### config.mk
export PLATFORM = sky130hd
export DESIGN_NAME = lwws_front
export DESIGN_NICKNAME = d
export VERILOG_FILES = /design/src/hw/rtl/lwws_pkg.sv /design/src/hw/rtl/lwws_front.sv
export SDC_FILE = /design/constraint.sdc
export NUM_CORES = 1
export LEC_CHECK = 0
export BUFFER_PORTS_ARGS = -buffer_cell sky130_fd_sc_hd__buf_4
export CORE_AREA = 2 2 162 323
export CTS_CLUSTER_DIAMETER = 60
export DETAILED_ROUTE_END_ITERATION = 12
export DIE_AREA = 0 0 164 325
export PLACE_DENSITY_LB_ADDON = 0.2
export REMOVE_ABC_BUFFERS = 1
export SETUP_SLACK_MARGIN = 0.4
export SLEW_MARGIN = 30
export SYNTH_ARGS = -nofsm -noshare
export SYNTH_HDL_FRONTEND = slang
export SYNTH_SLANG_ARGS = --single-unit
export TNS_END_PERCENT = 50
### constraint.sdc
create_clock -name clk -period 5.25 [get_ports clk]
set_clock_uncertainty 0.2 [all_clocks]
set_input_delay 0.7875 -clock clk [delete_from_list [all_inputs] [get_ports clk]]
set_output_delay 0.7875 -clock clk [all_outputs]
set_load 0.01 [all_outputs]
### src/hw/rtl/lwws_pkg.sv
package lwws_pkg;

	// coefficient and datapath widths
	localparam int COEF_BITS = 24;
	localparam int DATA_W    = 2 * COEF_BITS;   // one beat: re then im
	localparam int MAG_W     = 2 * COEF_BITS;   // |Y|^2, 16 fraction bits
	localparam int DVD_W     = 58;              // serial divider dividend / quotient
	localparam int DVS_W     = 32;              // serial divider divisor / remainder
	localparam int SQ_W      = 64;              // square root radicand
	localparam int RT_W      = SQ_W / 2;        // square root result
	localparam int SIG_W     = 16;
	localparam int CFG_IDX_W = 3;

	// default sizing
	localparam int DEF_MAX_WIDTH  = 256;
	localparam int DEF_MAX_HEIGHT = 256;
	localparam int DEF_MAX_WINDOW = 15;

	// command queue between front and back
	localparam int QUEUE_DEPTH = 4;

	typedef enum logic [CFG_IDX_W-1:0] {
		REG_NOISE_SIGMA = 3'd0,
		REG_GAIN        = 3'd1,
		REG_BAND_WIDTH  = 3'd2,
		REG_BAND_HEIGHT = 3'd3,
		REG_WINDOW_SIZE = 3'd4
	} reg_idx_t;

	typedef struct packed {
		logic [SIG_W-1:0] noise_sigma;
		logic [SIG_W-1:0] gain;
		logic [8:0]       band_width;
		logic [8:0]       band_height;
		logic [3:0]       window_size;
	} cfg_t;

	typedef struct packed {
		logic load;   // 1: store coefficient, 0: produce result
		logic last;   // final coefficient of the band
	} cmd_ctl_t;

	typedef enum logic [3:0] {
		ST_IDLE,
		ST_RC,
		ST_SETUP,
		ST_SCAN,
		ST_DRAIN,
		ST_MEAN,
		ST_SQRT_D,
		ST_TDIV,
		ST_SQRT_X,
		ST_KEEP,
		ST_DIV_RE,
		ST_DIV_IM,
		ST_OUT
	} eng_state_t;

endpackage

### src/hw/rtl/lwws_front.sv
module lwws_front #(
	parameter int AW = 16,
	parameter int DW = 9
) (
	input  logic                          clk,
	input  logic                          arst_n,
	input  logic [DW-1:0]                 w_eff,
	input  logic [DW-1:0]                 h_eff,
	input  logic                          s_tvalid,
	output logic                          s_tready,
	input  logic [lwws_pkg::DATA_W-1:0]   s_tdata,   // coef_re, coef_im
	input  logic [0:0]                    s_tuser,   // mode
	output logic                          cmd_valid,
	input  logic                          cmd_ready,
	output lwws_pkg::cmd_ctl_t            cmd_ctl,
	output logic [AW-1:0]                 cmd_addr,
	output logic [lwws_pkg::DATA_W-1:0]   cmd_data
);
	import lwws_pkg::*;

	localparam int PW  = AW + 1;
	localparam int QAW = $clog2(QUEUE_DEPTH);

	logic [PW-1:0]    load_ptr_q, emit_ptr_q, count;
	logic             accept, band_full, push, pop;
	cmd_ctl_t         push_ctl;
	logic [AW-1:0]    push_addr;

	cmd_ctl_t         q_ctl  [QUEUE_DEPTH];
	logic [AW-1:0]    q_addr [QUEUE_DEPTH];
	logic [DATA_W-1:0] q_data [QUEUE_DEPTH];
	logic [QAW-1:0]   wr_ptr_q, rd_ptr_q;
	logic [QAW:0]     fill_q;

	assign count     = PW'(w_eff * h_eff);
	assign band_full = (load_ptr_q >= count);
	assign s_tready  = (fill_q != QAW'(0) + (QAW+1)'(0)) ? (fill_q != (QAW+1)'(QUEUE_DEPTH)) : 1'b1;
	assign accept    = s_tvalid && s_tready;

	// classify the beat
	always_comb begin
		push          = 1'b0;
		push_ctl.load = 1'b0;
		push_ctl.last = 1'b0;
		push_addr     = load_ptr_q[AW-1:0];
		if (accept) begin
			if (!s_tuser[0]) begin
				push_ctl.load = 1'b1;
				push          = !band_full;
			end else if (band_full && (emit_ptr_q < count)) begin
				push          = 1'b1;
				push_addr     = emit_ptr_q[AW-1:0];
				push_ctl.last = (emit_ptr_q == count - PW'(1));
			end
		end
	end

	// pointers
	always_ff @(posedge clk or negedge arst_n) begin
		if (!arst_n) begin
			load_ptr_q <= '0;
			emit_ptr_q <= '0;
		end else if (accept) begin
			if (!s_tuser[0]) begin
				if (!band_full) load_ptr_q <= load_ptr_q + PW'(1);
			end else if (band_full) begin
				if ((emit_ptr_q >= count) || (emit_ptr_q == count - PW'(1))) begin
					load_ptr_q <= '0;
					emit_ptr_q <= '0;
				end else begin
					emit_ptr_q <= emit_ptr_q + PW'(1);
				end
			end
		end
	end

	// command queue
	assign cmd_valid = (fill_q != '0);
	assign pop       = cmd_valid && cmd_ready;
	assign cmd_ctl   = q_ctl[rd_ptr_q];
	assign cmd_addr  = q_addr[rd_ptr_q];
	assign cmd_data  = q_data[rd_ptr_q];

	always_ff @(posedge clk) begin
		if (push) begin
			q_ctl[wr_ptr_q]  <= push_ctl;
			q_addr[wr_ptr_q] <= push_addr;
			q_data[wr_ptr_q] <= s_tdata;
		end
	end

	always_ff @(posedge clk or negedge arst_n) begin
		if (!arst_n) begin
			wr_ptr_q <= '0;
			rd_ptr_q <= '0;
			fill_q   <= '0;
		end else begin
			if (push) wr_ptr_q <= wr_ptr_q + QAW'(1);
			if (pop)  rd_ptr_q <= rd_ptr_q + QAW'(1);
			case ({push, pop})
				2'b10:   fill_q <= fill_q + (QAW+1)'(1);
				2'b01:   fill_q <= fill_q - (QAW+1)'(1);
				default: fill_q <= fill_q;
			endcase
		end
	end

endmodule

==> run_results.csv, run 1 <==
group,metric,value,unit
timing,fin_ws,-1.70,ns
timing,fin_setup_tns,-570.70,ns
worst_setup_path,crit_slowest_cell,"fa_1",
final_layout,antenna_cells,0,
logic_synthesis,synth-main-ff-cell,"edfxtp_1",
logic_synthesis,synth_top_area_share,0.490,
clocking,cts_tree,"done",
logic_synthesis,yosys.cell_types.count,72,
logic_synthesis,syn_avg_cell_area,14.1,sq um
worst_setup_path,worstReg2RegEnd,"q_data[1][14]",
logic_synthesis,netlist_instances,1149,
floorplanning,ios,139,
floorplanning,die_height,325,um
worst_setup_path,endpoint,"q_data[1][14]",
worst_setup_path,arrival,6.99,ns
route,num_vias,10700,
worst_setup_path,rr_startpoint,"load_ptr_q[0]",
route,route.detailed.drc,0,
clocking,cts_root_buf,"clkbuf_16",
logic_synthesis,synth-seq-area-share,0.554,
job,drv_cap,0,
logic_synthesis,yosysMostFrequentCell,"edfxtp_1",
worst_setup_path,reg2reg_slack,0.66,ns
grt,grt_usage,0.156,
timing,setup_viol,371,
worst_setup_path,path_class,"input port to flop",
grt,grt_max_degree,45,
run_status,violations,"setup timing",
final_layout,layout.nets,1683,
route,avgViaCountPerCell,4.92,
placement,dp.final_hpwl,28600,um
run_status,status,"finished, violations left",
grt,grt_pass1_wl,64300,um
grt,grt_overflow_total,0,
logic_synthesis,synth_area_leaders,"edfxtp_1 (49%), mux4_2 (9.2%), dfrtp_1 (6.3%), fa_1 (6.2%), ha_1 (5.4%)",
timing,tightest_slew,0.730,ns
route,ant_nets,0,
logic_synthesis,netlist_top_cells_count,"edfxtp_1 (264), inv_1 (92), nand2_1 (90), ha_1 (70), mux4_2 (66)",
clocking,htreeDepth,1,
logic_synthesis,synth_edf_count,264,
worst_setup_path,worstSetupStartpointType,"input port",
floorplanning,die_width,164,um
timing,slew_headroom,0.513,
worst_setup_path,cp-end-kind,"flop",
placement,gp_congestion,0.820,
timing,hold_viol,0,
clocking,path_clk_slew,0.07,ns
route,totalWireLength,41600,um
worst_hold_path,min_path_type,"input port to asynchronous set/reset pin",
final_layout,layout-drive-gt1-share,0.404,
final_layout,area_delta_synth_final,35.6,%
placement,io_buffer_count,138,
clocking,cts_hold_buf,0,
final_layout,n_fill_cell,4656,
floorplanning,rows,117,
clocking,cts_buffer_depth,3,
final_layout,final_util,0.432,
grt,first_global_vias,11500,
floorplanning,die-area,0.0533,sq mm
worst_setup_path,slowest_delay,0.53,ns
worst_setup_path,critical_path_required,5.29,ns
logic_synthesis,post-synth-top-area-cell,"edfxtp_1",
grt,antenna_found_initial,0,
timing,finalCritPeriodShare,1.32,
floorplanning,start_util,0.318,
clocking,worstSkewPairLatency,0.53,ns
clocking,clkSinkCount,305,
logic_synthesis,synth.yosys.warnings,0,
timing,drv_slew,0,
logic_synthesis,async_flop_share,0.134,
worst_setup_path,cp-startpoint,"h_eff[5]",
route,drt_iter0_markers,422,
power,power_density,523,mW/mm^2
timing,rsz0062_at_grt,"yes",
power,leakage,0.00867,uW
floorplanning,core_area,0.0508,sq mm
route,wire_per_inst,19.2,um
logic_synthesis,ys_ff_latch,305,
logic_synthesis,syn_area,0.0162,sq mm
route,firstDrtPassIters,6,
worst_setup_path,r2r_cells,19,
power,vdd_drop_max,0.314,mV
worst_setup_path,path_max_fanout,8,
timing,fmaxAchievable,144,MHz
timing,fin_crit,6.95,ns
power,p_total,11500,uW
clocking,numCtsBuffers,24,
==> worst min path at each step <==
| stage | slack [ns] | depth (start not counted) | endpoint | startpoint |
|---|---|---|---|---|
| after floorplan | 0.26 | 1 | fill_q[2] | fill_q[2] |
| after global routing | 0.08 | 1 | load_ptr_q[1] | arst_n |
| after detailed placement | 0.29 | 1 | fill_q[2] | fill_q[2] |
| after global placement | 0.27 | 1 | fill_q[2] | fill_q[2] |
| final | 0.05 | 1 | load_ptr_q[1] | arst_n |
| after CTS | 0.05 | 1 | load_ptr_q[1] | arst_n |
==> sequential cells by signal (all words and copies together), names as in the netlist <==
name,cells
q_addr,64
emit_ptr_q,17
rd_ptr_q,2
load_ptr_q,17
q_ctl,8
wr_ptr_q,2
q_data,192
fill_q,3
==> cell families (layout without fill, tap and decap cells) <==
logic type,Yosys count,in the layout,synth area share
DFF,305,305,0.554
and+or+nand+nor,289,289,0.0937
muxes,87,87,0.106
adders and majority gates,123,123,0.118
buffers and inverters,137,498,0.0334
xor gates and xnor gates,33,33,0.0210
AOI/OAI and AO/OA,175,175,0.0739
==> placed cells by master, fill, tap and decap left out, types with 19 or more instances in the layout <==
| cell | n |
|---|---|
| inv_1 | 85 |
| edfxtp_1 | 264 |
| fa_1 | 44 |
| clkbuf_16 | 28 |
| mux4_2 | 66 |
| nand3_1 | 19 |
| a21oi_1 | 23 |
| buf_12 | 31 |
| o21ai_0 | 35 |
| buf_4 | 274 |
| buf_6 | 32 |
| nor2_1 | 27 |
| nand2_1 | 78 |
| dfrtp_1 | 39 |
| ha_1 | 54 |
| and2_1 | 42 |
==> routing by layer <==
| metal | track usage | up-vias | share of wire |
|---|---|---|---|
| met5 | 0 | - | 0 |
| met4 | 0.0521 | 0 | 0.029 |
| met3 | 0.0143 | 59 | 0.034 |
| met2 | 0.325 | 197 | 0.60 |
| met1 | 0.152 | 5414 | 0.34 |
| li1 | - | 4986 | - |
==> area by class of cell <==
type / count / area [sq um] / area share
inverter: 92 / 345 / 0.0158
sequential: 305 / 8960 / 0.409
multi-input combinational: 707 / 7310 / 0.333
clock buffer: 28 / 647 / 0.0295
timing repair buffer: 362 / 3660 / 0.167
tap: 654 / 818 / 0.0373
clock inverter: 16 / 190 / 0.00868
==> power by group <==
part           switching [uW]  leakage, uW  total (uW)  internal, uW
logic                    2990      0.00529        6430          3440
clock network             867     0.000408        1920          1050
registers                 202      0.00297        3120          2920
==> through the flow <==
step	area, sq um	std cells	hold WS, ns	setup slack, ns
after global placement	19200	2048	0.273	-2.74
after CTS	21500	2150	0.0549	-1.74
after detailed placement	19200	2048	0.291	-2.82
after global routing	21900	2164	0.0773	-1.90
after floorplan	16000	1104	0.256	-3.37
final	21900	2164	0.0451	-1.70
==> timing repair <==
action,CTS,global route
pin swaps,71,53
setup buffers,39,11
endpoints found under the setup margin,371,371
gates cloned,19,2
gates resized for setup,155,76
endpoints found under the hold margin,0,0
==> critical path: cells and delay by family <==
family                   cells  cell delay, ns
adder cells (fa/ha/maj)      8            2.98
AND/OR/NAND/NOR              4            0.53
AO/OA/AOI/OAI                7            1.51
buffers and inverters       11            1.19
(Power assumes the default switching activity.)
==> run 2, diff against run 1 <==
--- a/config.mk
+++ b/config.mk
@@ -11,6 +11,7 @@
 export DETAILED_ROUTE_END_ITERATION = 12
 export DIE_AREA = 0 0 164 325
 export PLACE_DENSITY_LB_ADDON = 0.2
+export RECOVER_POWER = 25
 export REMOVE_ABC_BUFFERS = 1
 export SETUP_SLACK_MARGIN = 0.4
 export SLEW_MARGIN = 30
==> run_results.csv, run 2 (synthesis results as in run 1) <==
group,metric,value,unit
route,num_vias,10700,
grt,use_met1,0.152,
route,ant_nets,0,
timing,setup_viol,371,
final_layout,reg_top3,"q_data: 192 flops, q_addr: 64 flops",
worst_setup_path,path_max_fanout,8,
floorplanning,core_area,0.0508,sq mm
clocking,cts_hold_buf,0,
run_status,violations,"setup timing",
final_layout,regArea,0.00896,sq mm
timing,fin_crit,6.94,ns
final_layout,layout.nets,1683,
floorplanning,die_height,325,um
clocking,cts_tree,"done",
timing,rsz0062_at_grt,"yes",
route,totalWireLength,41600,um
route,route.detailed.drc,0,
placement,placed_cells,2048,
timing,fmaxAchievable,144,MHz
timing,drv_slew,0,
route,drt_iter0_markers,437,
worst_setup_path,worstReg2RegEnd,"q_data[1][14]",
final_layout,n_fill_cell,4670,
placement,io_buffer_count,138,
floorplanning,die_width,164,um
power,vdd_drop_max,0.314,mV
clocking,htreeDepth,1,
run_status,status,"finished, violations left",
placement,placed_cell_area,0.0192,sq mm
route,wire_per_inst,19.2,um
floorplanning,rows,117,
grt,grt_usage,0.156,
final_layout,top_register,"q_data",
worst_setup_path,arrival,6.97,ns
power,power_density,525,mW/mm^2
final_layout,layout_common_cells,"edfxtp_1 (264), buf_4 (252), inv_1 (85), nand2_1 (78), mux4_2 (66)",
final_layout,antenna_cells,0,
floorplanning,start_util,0.318,
grt,first_global_vias,11500,
timing,fin_hold_ws,0.0454,ns
timing,fin_ws,-1.69,ns
floorplanning,ios,139,
job,drv_cap,0,
clocking,cts_buffer_depth,3,
placement,dp.final_hpwl,28600,um
clocking,worstSkewPairLatency,0.53,ns
worst_setup_path,path_class,"input port to flop",
final_layout,final_common_cell,"edfxtp_1",
final_layout,instances_no_fill,2164,
worst_setup_path,reg2reg_slack,0.66,ns
clocking,clkSinkCount,305,
power,leakage,0.00859,uW
placement,gp_congestion,0.820,
timing,slew_headroom,0.519,
grt,busiest_layer,"met2",
worst_setup_path,crit_slowest_cell,"fa_1",
timing,finalCritPeriodShare,1.32,
timing,hold_viol,0,
final_layout,largest_reg_flops,192,
grt,grt_max_degree,45,
worst_setup_path,r2r_cells,19,
grt,globalRouteMet2Util,0.325,
worst_setup_path,rr_startpoint,"load_ptr_q[0]",
worst_setup_path,cp-startpoint,"h_eff[5]",
grt,grt_overflow_total,0,
grt,antenna_found_initial,0,
final_layout,fin_area,0.0218,sq mm
clocking,numCtsBuffers,24,
worst_setup_path,endpoint,"q_data[1][14]",
floorplanning,die-area,0.0533,sq mm
grt,grt_util_met3,0.0143,
timing,tightest_slew,0.722,ns
worst_hold_path,min_path_type,"input port to asynchronous set/reset pin",
grt,grt_pass1_wl,64300,um
worst_setup_path,critical_path_required,5.29,ns
final_layout,multi_input_area,0.00731,sq mm
placement,dp_slack,-2.82,ns
route,firstDrtPassIters,4,
clocking,cts_root_buf,"clkbuf_16",
final_layout,area_delta_synth_final,35.1,%
final_layout,layout-drive-gt1-share,0.389,
clocking,path_clk_slew,0.07,ns
route,avgViaCountPerCell,4.93,
worst_setup_path,slowest_delay,0.53,ns
worst_setup_path,worstSetupStartpointType,"input port",
worst_setup_path,cp-end-kind,"flop",
run 2: final cells by class:
class,instances,area share
Clock buffer,28,0.0296
Sequential cell,305,0.410
Timing Repair Buffer,362,0.164
Inverter,92,0.0158
Multi-Input combinational cell,707,0.335
Tap cell,654,0.0375
Clock inverter,16,0.00871
run 2: stage by stage:
| stage | total power (uW) | TNS (ns) | util |
|---|---|---|---|
| global route | 12200 | -630.37 | 0.430 |
| global placement | 8590 | -951.42 | 0.377 |
| CTS | 11300 | -559.26 | 0.423 |
| detailed placement | 8640 | -977.45 | 0.377 |
| floorplan | 6190 | -1108.06 | - |
| finish | 11500 | -566.86 | 0.430 |
run 2: how the worst min path moves through the flow:
stage | end | slack, ns
floorplan | fill_q[2] | 0.26
global placement | fill_q[2] | 0.27
detailed placement | fill_q[2] | 0.29
CTS | load_ptr_q[1] | 0.05
global route | load_ptr_q[1] | 0.08
finish | load_ptr_q[1] | 0.05
run 2: repair_timing:
| item | in CTS | in global routing |
|---|---|---|
| resized for setup | 155 | 76 |
| setup buffers | 39 | 11 |
| pin swaps | 71 | 53 |
| endpoints found under the setup margin | 371 | 371 |
| endpoints found under the hold margin | 0 | 0 |
| gates cloned | 19 | 2 |
run 2: per-layer routing:
| layer | share of wire | routed length (um) |
|---|---|---|
| met3 | 0.033 | 1380 |
| met1 | 0.34 | 14200 |
| met5 | 0 | 0 |
| met2 | 0.60 | 24800 |
| met4 | 0.029 | 1200 |
run 2: critical path, delay by kind of cell:
family                   cells  cell delay [ns]
AO/OA/AOI/OAI                7             1.50
AND/OR/NAND/NOR              4             0.53
buffers and inverters       11             1.18
adder cells (fa/ha/maj)      8             2.98
run 2: power breakdown:
part           internal (uW)  total [uW]  switching (uW)  leakage, uW
clock network           1050        1920             869     0.000408
registers               2920        3120             200      0.00297
logic                   3440        6430            3000      0.00521
